**config.mk**
```make
export PLATFORM = sky130hd
export DESIGN_NAME = hash_bucket_slot_table_top
export DESIGN_NICKNAME = d
export VERILOG_FILES = /design/src/hdl/hbst_pkg.sv /design/src/hdl/hash_bucket_slot_table_top.sv /design/src/hdl/hbst_ctrl.sv /design/src/hdl/hbst_datapath.sv
export SDC_FILE = /design/constraint.sdc
export NUM_CORES = 2
export LEC_CHECK = 0
export CAP_MARGIN = 5
export CORE_MARGIN = 10
export CORE_UTILIZATION = 30
export CTS_BUF_LIST = sky130_fd_sc_hd__clkbuf_16
export DETAILED_ROUTE_END_ITERATION = 7
export DONT_BUFFER_PORTS = 1
export SYNTH_ARGS = -nofsm -noshare
export SYNTH_HDL_FRONTEND = slang
export SYNTH_HIERARCHICAL = 1
export SYNTH_SLANG_ARGS = --single-unit
```
**constraint.sdc**
```tcl
create_clock -name clk -period 8.3 [get_ports clk]
set_input_delay 1.245 -clock clk [delete_from_list [all_inputs] [get_ports clk]]
set_output_delay 1.245 -clock clk [all_outputs]
set_load 0.005 [all_outputs]
```
**src/hdl/hbst_pkg.sv**
```systemverilog
// ----------------------------------------------------------------------------
// hbst_pkg
// Types, constants and helpers of the hash bucket slot table.
// ----------------------------------------------------------------------------
`default_nettype none

package hbst_pkg;

    localparam int SLOTS    = 32;
    localparam int IDX_W    = 5;
    localparam int KEY_BITS = 32;
    localparam int VAL_W    = 32;
    localparam int CNT_W    = 6;
    localparam int CODE_W   = 3;
    localparam int SLOT_W   = 5;
    localparam int IN_W     = 72;
    localparam int OUT_W    = 48;

    typedef enum logic [1:0] {
        CMD_LOOKUP    = 2'd0,
        CMD_INSERT    = 2'd1,
        CMD_REMOVE    = 2'd2,
        CMD_INSERT_AT = 2'd3
    } cmd_t;

    typedef enum logic [CODE_W-1:0] {
        RES_OK        = 3'd0,
        RES_NOT_FOUND = 3'd1,
        RES_DUPLICATE = 3'd2,
        RES_FULL      = 3'd3,
        RES_SLOT_LIVE = 3'd4
    } res_code_t;

    typedef enum logic {
        ST_IDLE,
        ST_EXEC
    } state_t;

    typedef struct packed {
        logic capture;
        logic step;
    } dp_cmd_t;

    typedef struct packed {
        logic out_free;
        logic final_step;
    } dp_status_t;

    // lowest set bit; zero when none
    function automatic logic [IDX_W-1:0] first_set(input logic [SLOTS-1:0] vec);
        logic [IDX_W-1:0] idx;
        idx = '0;
        for (int i = SLOTS - 1; i >= 0; i--)
        begin
            if (vec[i])
            begin
                idx = IDX_W'(i);
            end
        end
        return idx;
    endfunction

endpackage

`default_nettype wire

```
**src/hdl/hash_bucket_slot_table_top.sv**
```systemverilog
// ----------------------------------------------------------------------------
// hash_bucket_slot_table_top
// One bucket of 32 key/value slots with tombstones: lookup, insert, remove
// and insert at a given slot over a streaming command/result interface.
// ----------------------------------------------------------------------------
// A command is accepted when s_tvalid and s_tready are both high, and its key
// and value are compared against all live slots in that same cycle. The
// compare is registered; each result is then chosen by a priority select,
// together with any slot update, and loaded into the output register. Insert,
// remove and insert-at yield one item; a lookup with n matches yields n items,
// one per cycle in slot order while m_tready stays high (one not-found item
// when n is 0). Each result waits while the result side holds m_tready low. A
// new command is taken once the last result of the previous one sits in the
// output register.
`default_nettype none

module hash_bucket_slot_table_top
    import hbst_pkg::*;
(
    input  wire logic             clk,
    input  wire logic             rst_n,
    input  wire logic             s_tvalid,
    output logic                  s_tready,
    // cmd[1:0], key[33:2], value[65:34], slot[70:66], zero pad [71]
    input  wire logic [IN_W-1:0]  s_tdata,
    output logic                  m_tvalid,
    input  wire logic             m_tready,
    // result_code[2:0], value_out[34:3], full_res[35], empty_res[36],
    // live_count[42:37], zero pad [47:43]
    output logic [OUT_W-1:0]      m_tdata,
    output logic                  m_tlast
);

    dp_cmd_t    dp_cmd;
    dp_status_t dp_status;

    hbst_ctrl u_ctrl (
        .clk      (clk),
        .rst_n    (rst_n),
        .s_tvalid (s_tvalid),
        .s_tready (s_tready),
        .status   (dp_status),
        .cmd      (dp_cmd)
    );

    hbst_datapath u_dp (
        .clk      (clk),
        .rst_n    (rst_n),
        .s_tdata  (s_tdata),
        .cmd      (dp_cmd),
        .status   (dp_status),
        .m_tvalid (m_tvalid),
        .m_tready (m_tready),
        .m_tdata  (m_tdata),
        .m_tlast  (m_tlast)
    );

endmodule

`default_nettype wire

```
**src/hdl/hbst_ctrl.sv**
```systemverilog
// ----------------------------------------------------------------------------
// hbst_ctrl
// Command sequencer: accepts an item, then steps the datapath until the
// final result of the command has been loaded into the output register.
// ----------------------------------------------------------------------------
`default_nettype none

module hbst_ctrl
    import hbst_pkg::*;
(
    input  wire logic       clk,
    input  wire logic       rst_n,
    input  wire logic       s_tvalid,
    output logic            s_tready,
    input  wire dp_status_t status,
    output dp_cmd_t         cmd
);

    state_t state_reg;
    state_t state_next;

    always_ff @(posedge clk or negedge rst_n)
    begin
        if (!rst_n)
        begin
            state_reg <= ST_IDLE;
        end
        else
        begin
            state_reg <= state_next;
        end
    end

    always_comb
    begin
        state_next = state_reg;
        unique case (state_reg)
            ST_IDLE:
            begin
                if (s_tvalid)
                begin
                    state_next = ST_EXEC;
                end
            end
            ST_EXEC:
            begin
                if (status.out_free && status.final_step)
                begin
                    state_next = ST_IDLE;
                end
            end
            default:
            begin
                state_next = ST_IDLE;
            end
        endcase
    end

    always_comb
    begin
        s_tready    = 1'b0;
        cmd.capture = 1'b0;
        cmd.step    = 1'b0;
        unique case (state_reg)
            ST_IDLE:
            begin
                s_tready    = 1'b1;
                cmd.capture = s_tvalid;
            end
            ST_EXEC:
            begin
                cmd.step = status.out_free;
            end
            default:
            begin
                s_tready = 1'b0;
            end
        endcase
    end

endmodule

`default_nettype wire

```
**src/hdl/hbst_datapath.sv**
```systemverilog
// ----------------------------------------------------------------------------
// hbst_datapath
// Slot storage, parallel key/value compare, priority select, live count and
// output register.
// ----------------------------------------------------------------------------
`default_nettype none

module hbst_datapath
    import hbst_pkg::*;
(
    input  wire logic              clk,
    input  wire logic              rst_n,
    input  wire logic [IN_W-1:0]   s_tdata,
    input  wire dp_cmd_t           cmd,
    output dp_status_t             status,
    output logic                   m_tvalid,
    input  wire logic              m_tready,
    output logic [OUT_W-1:0]       m_tdata,
    output logic                   m_tlast
);

    // input fields
    cmd_t                in_cmd;
    logic [KEY_BITS-1:0] in_key;
    logic [VAL_W-1:0]    in_value;
    logic [SLOT_W-1:0]   in_slot;

    assign in_cmd   = cmd_t'(s_tdata[1:0]);
    assign in_key   = s_tdata[2 +: KEY_BITS];
    assign in_value = s_tdata[34 +: VAL_W];
    assign in_slot  = s_tdata[66 +: SLOT_W];

    // slot storage
    logic [KEY_BITS-1:0] key_mem [SLOTS];
    logic [VAL_W-1:0]    val_mem [SLOTS];
    logic [SLOTS-1:0]    live_reg;
    logic [SLOTS-1:0]    live_next;
    logic [CNT_W-1:0]    count_reg;
    logic [CNT_W-1:0]    count_next;

    // captured command
    cmd_t                op_reg;
    logic [KEY_BITS-1:0] key_reg;
    logic [VAL_W-1:0]    value_reg;
    logic [SLOT_W-1:0]   slot_reg;
    logic [SLOTS-1:0]    hit_reg;
    logic [SLOTS-1:0]    hit_next;
    logic [SLOTS-1:0]    pair_reg;
    logic [SLOTS-1:0]    pair_next;
    logic [SLOTS-1:0]    free_reg;

    // execute
    logic [IDX_W-1:0]    lk_idx;
    logic [SLOTS-1:0]    lk_rest;
    logic [SLOTS-1:0]    ins_vec;
    logic [IDX_W-1:0]    ins_idx;
    logic [IDX_W-1:0]    rm_idx;
    logic [IDX_W-1:0]    at_idx;
    res_code_t           res_code;
    logic [VAL_W-1:0]    res_value;
    logic                res_last;
    logic                wr_en;
    logic [IDX_W-1:0]    wr_idx;

    // output register
    logic                m_tvalid_reg;
    res_code_t           code_reg;
    logic [VAL_W-1:0]    vout_reg;
    logic                last_reg;
    logic                full_reg;
    logic                empty_reg;
    logic [CNT_W-1:0]    cnt_out_reg;

    always_comb
    begin
        for (int i = 0; i < SLOTS; i++)
        begin
            hit_next[i]  = live_reg[i] && (key_mem[i] == in_key);
            pair_next[i] = hit_next[i] && (val_mem[i] == in_value);
        end
    end

    always_ff @(posedge clk)
    begin
        if (cmd.capture)
        begin
            op_reg    <= in_cmd;
            key_reg   <= in_key;
            value_reg <= in_value;
            slot_reg  <= in_slot;
            pair_reg  <= pair_next;
            free_reg  <= ~live_reg;
        end
    end

    always_ff @(posedge clk)
    begin
        if (cmd.capture)
        begin
            hit_reg <= hit_next;
        end
        else if (cmd.step)
        begin
            hit_reg <= lk_rest;
        end
    end

    assign lk_idx  = first_set(hit_reg);
    assign lk_rest = hit_reg & ~(SLOTS'(1) << lk_idx);
    assign ins_vec = free_reg | pair_reg;
    assign ins_idx = first_set(ins_vec);
    assign rm_idx  = first_set(pair_reg);
    assign at_idx  = slot_reg[IDX_W-1:0];

    always_comb
    begin
        res_code   = RES_OK;
        res_value  = '0;
        res_last   = 1'b1;
        live_next  = live_reg;
        count_next = count_reg;
        wr_en      = 1'b0;
        wr_idx     = ins_idx;
        unique case (op_reg)
            CMD_LOOKUP:
            begin
                if (hit_reg == '0)
                begin
                    res_code = RES_NOT_FOUND;
                end
                else
                begin
                    res_value = val_mem[lk_idx];
                    res_last  = (lk_rest == '0);
                end
            end
            CMD_INSERT:
            begin
                if (ins_vec == '0)
                begin
                    res_code = RES_FULL;
                end
                else if (free_reg[ins_idx])
                begin
                    wr_en             = 1'b1;
                    live_next[ins_idx] = 1'b1;
                    count_next        = count_reg + CNT_W'(1);
                end
                else
                begin
                    res_code = RES_DUPLICATE;
                end
            end
            CMD_REMOVE:
            begin
                if (pair_reg != '0)
                begin
                    live_next[rm_idx] = 1'b0;
                    count_next        = count_reg - CNT_W'(1);
                end
                else
                begin
                    res_code = RES_NOT_FOUND;
                end
            end
            CMD_INSERT_AT:
            begin
                if (CNT_W'(slot_reg) >= CNT_W'(SLOTS))
                begin
                    res_code = RES_NOT_FOUND;
                end
                else if (live_reg[at_idx])
                begin
                    res_code = RES_SLOT_LIVE;
                end
                else
                begin
                    wr_en             = 1'b1;
                    wr_idx            = at_idx;
                    live_next[at_idx] = 1'b1;
                    count_next        = count_reg + CNT_W'(1);
                end
            end
            default:
            begin
                res_code = RES_NOT_FOUND;
            end
        endcase
    end

    always_ff @(posedge clk or negedge rst_n)
    begin
        if (!rst_n)
        begin
            live_reg  <= '0;
            count_reg <= '0;
        end
        else if (cmd.step)
        begin
            live_reg  <= live_next;
            count_reg <= count_next;
        end
    end

    always_ff @(posedge clk)
    begin
        if (cmd.step && wr_en)
        begin
            key_mem[wr_idx] <= key_reg;
            val_mem[wr_idx] <= value_reg;
        end
    end

    always_ff @(posedge clk or negedge rst_n)
    begin
        if (!rst_n)
        begin
            m_tvalid_reg <= 1'b0;
        end
        else if (cmd.step)
        begin
            m_tvalid_reg <= 1'b1;
        end
        else if (m_tready)
        begin
            m_tvalid_reg <= 1'b0;
        end
    end

    always_ff @(posedge clk)
    begin
        if (cmd.step)
        begin
            code_reg    <= res_code;
            vout_reg    <= res_value;
            last_reg    <= res_last;
            full_reg    <= (count_next == CNT_W'(SLOTS));
            empty_reg   <= (count_next == '0);
            cnt_out_reg <= count_next;
        end
    end

    assign status.out_free   = !m_tvalid_reg || m_tready;
    assign status.final_step = (op_reg != CMD_LOOKUP) || (hit_reg == '0) || (lk_rest == '0);

    assign m_tvalid = m_tvalid_reg;
    assign m_tlast  = last_reg;
    assign m_tdata  = {5'b0, cnt_out_reg, empty_reg, full_reg, vout_reg, code_reg};

endmodule

`default_nettype wire

```
# Word level (Yosys, flattened, before mapping)
# Memory sizes are Yosys's and may differ from the RTL's. A register that Yosys moved wholly into a read port is not among the register bits.
# Index checks and enable logic that the tools add are counted.
op_classes:
  addsub: 2
  magnitude_cmp: 6
  eq_ne: 72
  n_shift: 1
  n_mux: 140
  n_bitwise: 10
  reduce_logical: 85
op_table:
  columns: ["operator", "n"]
  rows:
  - ["equality test 32 bit", 64]
  - ["2-to-1 mux 5 bit", 98]
  - ["2-to-1 mux 32 bit", 6]
  - ["zero test 32 bit", 3]
  - ["NOT 32 bit", 3]
  - ["bitwise OR 32 bit", 3]
  - ["case mux 32 bit (3 select lines)", 1]
  - ["logical AND 1 bit", 69]
  - ["AND 32 bit", 2]
  - ["nonzero test 32 bit", 1]
  - ["<< shifter 1 x 5 -> 32 bit (first input constant)", 1]
  - ["2-to-1 mux 6 bit", 4]
  - ["2-to-1 mux 1 bit", 19]
  - ["less-than comparator 5 x 6 -> 1 bit (second input constant)", 3]
  - ["case mux 6 bit (3 select lines)", 1]
  - ["demux 1 bit (select 5 bit)", 3]
  - ["greater-or-equal comparator 5 x 1 -> 1 bit (second input constant)", 3]
  - ["case mux 3 bit (4 select lines)", 1]
  - ["binary-select mux 1 bit (select 5 bit)", 2]
  - ["adder 6 x 1 -> 6 bit (second input constant)", 1]
  - ["equality test 6 bit (second input constant)", 1]
  - ["zero test 6 bit", 1]
  - ["2-to-1 mux 3 bit", 2]
  - ["AND reduction 6 bit", 1]
  - ["other kinds (14)", 23]
totals:
  regBits: 219
  ram_bits: 2048
  in_bits: 76
  out_inout_bits: 51
  wordCells: 334
  memories: 2
mem_list:
  columns: ["memory", "depth", "width", "read_ports", "rd_clocked_by_memory_dff", "write_ports", "line_no", "rtl"]
  rows:
  - ["u_dp.key_mem", 32, 32, 32, 0, 1, "hbst_datapath.sv:34", "logic [KEY_BITS-1:0] key_mem [SLOTS];"]
  - ["u_dp.val_mem", 32, 32, 33, 1, 1, "hbst_datapath.sv:35", "logic [VAL_W-1:0] val_mem [SLOTS];"]

# Logic depth before layout (Yosys ltp)
depth:
  depth_word: 41
  ltp_mapped: 16
  ltp_nobuf: 13

# Modules after synthesis
# Netlist, hierarchy kept.
modules_own_cells:
  columns: ["mod", "n_inst", "cells_each", "area_per_inst_um2", "seq_area_each_um2"]
  rows:
  - ["hbst_datapath", 1, 7823, 105472.4, 68811.0]
  - ["hbst_ctrl", 1, 6, 58.8, 25.0]

# Worst setup path after synthesis
# No wires, ideal clock.
synth_timing:
  path_kind: "reg-to-reg"
  from: "register u_dp.pair_reg[24]"
  to: "memory u_dp.key_mem[28][0], enable pin"
  setup_time_ns: 0.565
  arrival_time_ns: 7.612
  required_time_ns: 7.735
  path_slack_ns: 0.123
  path_stages_with_launch: 13
  path_buffers: 0
  period_less_slack_ns: 8.177
  cell_sequence: "edfxtp_1 -> or4_4 -> a211o_1 -> a221o_1 -> nand3_1 -> nor2_1 -> o21ai_2 -> o2111ai_2 -> nor4_4 -> a31o_2 -> nand2_2 -> or4_4 -> nor3_1"
synth_via:
  elab_chain_cells: 34
  word_cells_on_any_way: 37
  cone_classes: "mux: 34; bitwise: 1; reduce/logical: 2"
synth_lines:
  columns: ["element", "line_no", "rtl"]
  rows:
  - ["start, declared", "hbst_datapath.sv:48", "logic [SLOTS-1:0] pair_reg;"]
  - ["start signal, assigned", "hbst_datapath.sv:91", "pair_reg <= pair_next;"]
  - ["bitwise OR 32 bit (*)", "hbst_datapath.sv:110", "assign ins_vec = free_reg | pair_reg;"]
  - ["2-to-1 mux 5 bit (25 in a row)", "hbst_pkg.sv:55", "if (vec[i])"]
  - ["binary-select mux 1 bit (select 5 bit)", "hbst_datapath.sv:143", "else if (free_reg[ins_idx])"]
  - ["2-to-1 mux 1 bit (not written as such)", "hbst_datapath.sv:143", null]
  - ["2-to-1 mux 1 bit", "hbst_datapath.sv:143", null]
  - ["2-to-1 mux 1 bit", "hbst_datapath.sv:139", "if (ins_vec == '0)"]
  - ["case mux 1 bit (2 select lines)", "hbst_datapath.sv:124", "unique case (op_reg)"]
  - ["logical AND 1 bit", "hbst_datapath.sv:207", "if (cmd.step && wr_en)"]
  - ["2-to-1 mux 1 bit", "hbst_datapath.sv:207", null]
  - ["2-to-1 mux 1 bit (not written as such)", "hbst_datapath.sv:209", "key_mem[wr_idx] <= key_reg;"]
  - ["end, declared", "hbst_datapath.sv:34", null]
# Every way passes the cells marked *; elsewhere a longest branch is shown, timed or not. The select of a mux whose other input is x is not followed.

# Worst setup path in the final report
layout_timing:
  from: "register u_dp.pair_reg[20]"
  to: "memory u_dp.key_mem[20][10], enable pin"
layout_via:
  elab_chain_cells: 30
  word_cells_on_any_way: 33
  cone_classes: "mux: 30; bitwise: 1; reduce/logical: 2"
layout_lines:
  columns: ["element", "line_no"]
  rows:
  - ["bitwise OR 32 bit (*)", "hbst_datapath.sv:110"]
  - ["2-to-1 mux 5 bit (21 in a row)", "hbst_pkg.sv:55"]
  - ["binary-select mux 1 bit (select 5 bit)", "hbst_datapath.sv:143"]
  - ["2-to-1 mux 1 bit (not written as such)", "hbst_datapath.sv:143"]
  - ["2-to-1 mux 1 bit", "hbst_datapath.sv:143"]
  - ["2-to-1 mux 1 bit", "hbst_datapath.sv:139"]
  - ["case mux 1 bit (2 select lines)", "hbst_datapath.sv:124"]
  - ["logical AND 1 bit", "hbst_datapath.sv:207"]
  - ["2-to-1 mux 1 bit", "hbst_datapath.sv:207"]
  - ["2-to-1 mux 1 bit (not written as such)", "hbst_datapath.sv:209"]
# Marked as above.

==> impl_metrics.env <==
export IMPL_globalRouteTotalUtil_pct=22.1
export IMPL_clock_tree_htree_level_count=4
export IMPL_worst_clock_skew_ns=0.0582
export IMPL_synth_seq_cells=2299
export IMPL_xor_and_xnor_fraction_of_the_mapped_netlist_area_pct=17.0
export IMPL_drt_iter0_drc=13801
export IMPL_rows=217
export IMPL_timing_setup_tns_ns=0
export IMPL_timing_worst_slew_pin_value_ns=1.56
export IMPL_critical_path_peak_fanout=30
export IMPL_synthDominantCellAreaShare_pct=64.3
export IMPL_clk_latency_ns=0.94
export IMPL_dpl_instance_area_mm2=0.111
export IMPL_detailed_place_hpwl_um=260000
export IMPL_violations_in_the_final_reports="max-capacitance violations, max-slew violations"
export IMPL_worstPathArrival_ns=6.89
export IMPL_crit_cells=11
export IMPL_finalMaxSlewViolations=20
export IMPL_yosysSeqAreaShare_pct=65.2
export IMPL_worstReg2RegEnd="u_dp/key_mem[20][10]$_DFFE_PP_"
export IMPL_worst_setup_slack_after_layout_ns=1.97
export IMPL_die_w_um=613
export IMPL_relSlewSlack_pct=-4.32
export IMPL_cp_num_buf_inv=1
export IMPL_fmaxAchievable_ghz=0.158
export IMPL_first_pass_grt_wire_length_um=584000
export IMPL_post_drt_wl_per_cell_um=34.7
export IMPL_effective_utilization_at_floorplan_pct=30.2
export IMPL_synth_simple_gate_area_share_pct=9.85
export IMPL_maxCapViolCount=2
export IMPL_fp_dieH_um=613
export IMPL_vias_in_the_first_global_route=69382
export IMPL_path_clk_slew_ns=0.06
export IMPL_clock_sink_count=2299
export IMPL_power_report_internal_total_uw=21900
export IMPL_seqPwrFrac_pct=41.8
export IMPL_timing_critical_path_to_type="flop"
export IMPL_power_switching_uw=12900
export IMPL_post_synth_instance_area_mm2=0.106
export IMPL_yosysUniqueCellTypes=97
export IMPL_synth_compound_gate_area_share_pct=4.94
export IMPL_power_share_switching_pct=37.0
export IMPL_post_route_min_period_ns=6.33
export IMPL_globalRoute_totalOverflow=0
export IMPL_total_die_area_mm2=0.376
export IMPL_area_delta_synth_final_pct=12.7
export IMPL_worst_r2r_path_depth=11
export IMPL_clock_path_buffers=4
export IMPL_synth_edff_count=2259
export IMPL_grt_antenna_before_repair=51
export IMPL_muxShareOfSynthArea_pct=0.965
export IMPL_required_ns=8.86
export IMPL_syn_avg_cell_area_um2=13.5
export IMPL_p_clk_share_pct=30.8
export IMPL_drive_gt1_share_pct=7.72
export IMPL_design_final_nets=7853
export IMPL_crit_family="simple AND/OR/NAND/NOR gates"
export IMPL_powerDensity_mw_per_mm2=293
export IMPL_grt_max_degree=142
export IMPL_antenna_violating_nets_post_route=0
export IMPL_worst_r2r_setup_slack_ns=1.97
export IMPL_synth_top_flop_cell="sky130_fd_sc_hd__edfxtp_1"
export IMPL_vias=73440
export IMPL_timing_critical_path_cells="nor3_1 -> o311ai_1 -> o211ai_1 -> nand3_2 -> mux2i_1 -> mux2_2 -> a211oi_2 -> a31o_2 -> nand4_1 -> nor2_4 -> buf_4"
export IMPL_core_region_area_mm2=0.350
export IMPL_cts_tree="built"
export IMPL_holdCritPathClass="in -> async"
export IMPL_setup_worst_path_start_class="flop"
export IMPL_critical_path_class="reg -> reg"
export IMPL_rsz0062_at_grt="no"
export IMPL_status="finished with violations"
export IMPL_synth_area_top_cells="sky130_fd_sc_hd__edfxtp_1 (64%), sky130_fd_sc_hd__xor2_1 (8.8%), sky130_fd_sc_hd__xnor2_1 (8.2%)"
export IMPL_cp_slowest_cell="sky130_fd_sc_hd__nor2_4"
export IMPL_cts_buffers_inserted=242
export IMPL_cts_resized_gates=0
export IMPL_cts_root_buffer_type="sky130_fd_sc_hd__clkbuf_16"
export IMPL_filler_cells=33774
export IMPL_synth_warning_count=6
export IMPL_io_pins=127
export IMPL_fin_area_mm2=0.119
export IMPL_placement_io_buffers=0
export IMPL_synth_top_family_by_area="XOR/XNOR gates"
export IMPL_ir_drop_mv=0.453
export IMPL_biggest_regs="u_dp/key_mem (1024), u_dp/val_mem (1024)"
export IMPL_final_hold_violation_count=0
export IMPL_drt_vias_per_instance=5.83
export IMPL_power_static_leakage_uw=0.0373
export IMPL_place_gp_congestion=0.975
export IMPL_setup_viol=0
export IMPL_ys_async_sr_fraction_pct=1.74
export IMPL_slowest_delay_ns=1.15
export IMPL_drc_violations=0
export IMPL_worst_slack_at_placement_ns=2.12
export IMPL_wl_um=437000
export IMPL_power_combinational_fraction_pct=27.4
export IMPL_drt_pass_1_iters=6
export IMPL_synthDominantAreaCellType="sky130_fd_sc_hd__edfxtp_1"
export IMPL_r2r_start="u_dp/pair_reg[20]$_DFFE_PP_"
export IMPL_yosys_area_share_adder_pct=0.0237
export IMPL_syn_inst=7829
export IMPL_fin_crit_sh_pct=76.3
==> synthesized netlist by cell type (9+ instances only) <==
master                         n
sky130_fd_sc_hd__nor3_1      122
sky130_fd_sc_hd__o211ai_1     30
sky130_fd_sc_hd__o221ai_1     19
sky130_fd_sc_hd__nor2_1      148
sky130_fd_sc_hd__mux2i_1      77
sky130_fd_sc_hd__nor4_1      356
sky130_fd_sc_hd__and2_1       12
sky130_fd_sc_hd__or4_1        38
sky130_fd_sc_hd__a31oi_1      75
sky130_fd_sc_hd__nand2_1     641
sky130_fd_sc_hd__nor2b_1       9
sky130_fd_sc_hd__a221oi_1     49
sky130_fd_sc_hd__nand4_1     337
sky130_fd_sc_hd__xor2_1     1060
sky130_fd_sc_hd__dfrtp_1      40
sky130_fd_sc_hd__o21ai_0     281
sky130_fd_sc_hd__a2111oi_0    18
sky130_fd_sc_hd__xnor2_1     991
sky130_fd_sc_hd__a21oi_1     152
sky130_fd_sc_hd__and3_1       41
sky130_fd_sc_hd__nand3_1     261
sky130_fd_sc_hd__edfxtp_1   2259
sky130_fd_sc_hd__o31ai_1      14
sky130_fd_sc_hd__o22ai_1      21
sky130_fd_sc_hd__buf_1       178
sky130_fd_sc_hd__nand2b_1     12
sky130_fd_sc_hd__clkbuf_1    282
sky130_fd_sc_hd__a22oi_1      32
sky130_fd_sc_hd__a211oi_1     33
sky130_fd_sc_hd__inv_1        63
==> worst reg2reg max path: stages, from the launching register on <==
cell	delay (ns)
sky130_fd_sc_hd__edfxtp_1	0.45
sky130_fd_sc_hd__nor3_1	0.33
sky130_fd_sc_hd__o311ai_1	0.20
sky130_fd_sc_hd__o211ai_1	0.78
sky130_fd_sc_hd__nand3_2	0.39
sky130_fd_sc_hd__mux2i_1	0.20
sky130_fd_sc_hd__mux2_2	0.28
sky130_fd_sc_hd__a211oi_2	0.49
sky130_fd_sc_hd__a31o_2	0.35
sky130_fd_sc_hd__nand4_1	0.82
sky130_fd_sc_hd__nor2_4	1.16
sky130_fd_sc_hd__buf_4	0.51
==> how the worst max path moves through the flow <==
stage                                      startpoint                             end  slack (ns)
after floorplan           u_dp/pair_reg[24]$_DFFE_PP_   u_dp/key_mem[28][0]$_DFFE_PP_        0.12
after global placement     u_dp/pair_reg[5]$_DFFE_PP_  u_dp/key_mem[20][17]$_DFFE_PP_        2.11
after detailed placement  u_dp/pair_reg[16]$_DFFE_PP_   u_dp/key_mem[20][0]$_DFFE_PP_        2.12
after CTS                 u_dp/pair_reg[23]$_DFFE_PP_  u_dp/key_mem[20][10]$_DFFE_PP_        2.06
after global routing      u_dp/pair_reg[20]$_DFFE_PP_  u_dp/key_mem[20][26]$_DFFE_PP_        1.76
final                     u_dp/pair_reg[20]$_DFFE_PP_  u_dp/key_mem[20][10]$_DFFE_PP_        1.97
==> cell type report <==
| cell class | instances | area [µm²] | share of cell area (%) |
|---|---|---|---|
| clock inverters | 196 | 1510 | 1.27 |
| repair buffers | 173 | 1430 | 1.20 |
| clock buffers | 244 | 6110 | 5.14 |
| diodes | 18 | 45.0 | 0.0379 |
| flip-flops and latches | 2299 | 68800 | 57.9 |
| well taps | 4599 | 5750 | 4.84 |
| multi-input cells | 4994 | 35000 | 29.4 |
| inverters | 65 | 244 | 0.205 |
==> cells in the final DEF, fill, tap and decap left out, types with 77 or more instances in the layout <==
cell type / synthesis / routed
sky130_fd_sc_hd__nor3_1: 122 / 115
sky130_fd_sc_hd__xor2_1: 1060 / 1060
sky130_fd_sc_hd__mux2i_1: 77 / 77
sky130_fd_sc_hd__nand4_1: 337 / 337
sky130_fd_sc_hd__a21oi_1: 152 / 151
sky130_fd_sc_hd__inv_1: 63 / 105
sky130_fd_sc_hd__nor4_1: 356 / 356
sky130_fd_sc_hd__clkbuf_16: 0 / 244
sky130_fd_sc_hd__edfxtp_1: 2259 / 2259
sky130_fd_sc_hd__o21ai_0: 281 / 281
sky130_fd_sc_hd__nor2_1: 148 / 116
sky130_fd_sc_hd__xnor2_1: 991 / 991
sky130_fd_sc_hd__buf_4: 8 / 163
sky130_fd_sc_hd__nand2_1: 641 / 638
sky130_fd_sc_hd__nand3_1: 261 / 260
==> what timing repair did <==
| item | 4_1_cts | 5_1_grt |
|---|---|---|
| hold buffers | 1 | 0 |
| setup buffers | 0 | 0 |
| endpoints found under the hold margin | 40 | 0 |
| setup endpoints to repair | 0 | 0 |
==> layer usage <==
metal | wire length [µm] | GRT usage (%) | vias up
met1 | 158000 | 28.4 | 37379
met5 | 181 | 0 | -
met2 | 193000 | 34.2 | 6010
met3 | 59100 | 6.08 | 1160
met4 | 26500 | 11.1 | 22
li1 | - | - | 28869
==> cells by family (layout without fill, tap and decap cells) <==
| family | count (synthesis) | in the layout |
|---|---|---|
| xor+xnor | 2051 | 2051 |
| simple gates | 2026 | 2026 |
| flops | 2299 | 2299 |
| other cells | 1 | 23 |
| mux | 91 | 91 |
| buf+inv | 540 | 678 |
| compound gates | 819 | 819 |
| fa+ha+maj | 2 | 2 |
==> power by group through the flow <==
stage	registers (µW)	clock network, µW	logic (µW)
4_1_cts	14600	10800	9050
3_5_place_dp	14800	0	9010
6_report	14600	10700	9550
2_1_floorplan	14500	0	4890
3_3_place_gp	14800	0	8980
5_1_grt	14600	11200	9630
==> through the flow <==
step | instances | util, % | power (µW) | hold WS, ns
floorplan | 7833 | - | 19400 | 0.493
global placement | 12129 | 31.8 | 23800 | 0.459
detailed placement | 12129 | 31.8 | 23800 | 0.476
CTS | 12570 | 34.0 | 34400 | 0.123
global route | 12578 | 34.0 | 35500 | 0.161
finish | 12588 | 34.0 | 34800 | 0.168
No activity file was read; power rests on OpenSTA's default activity.
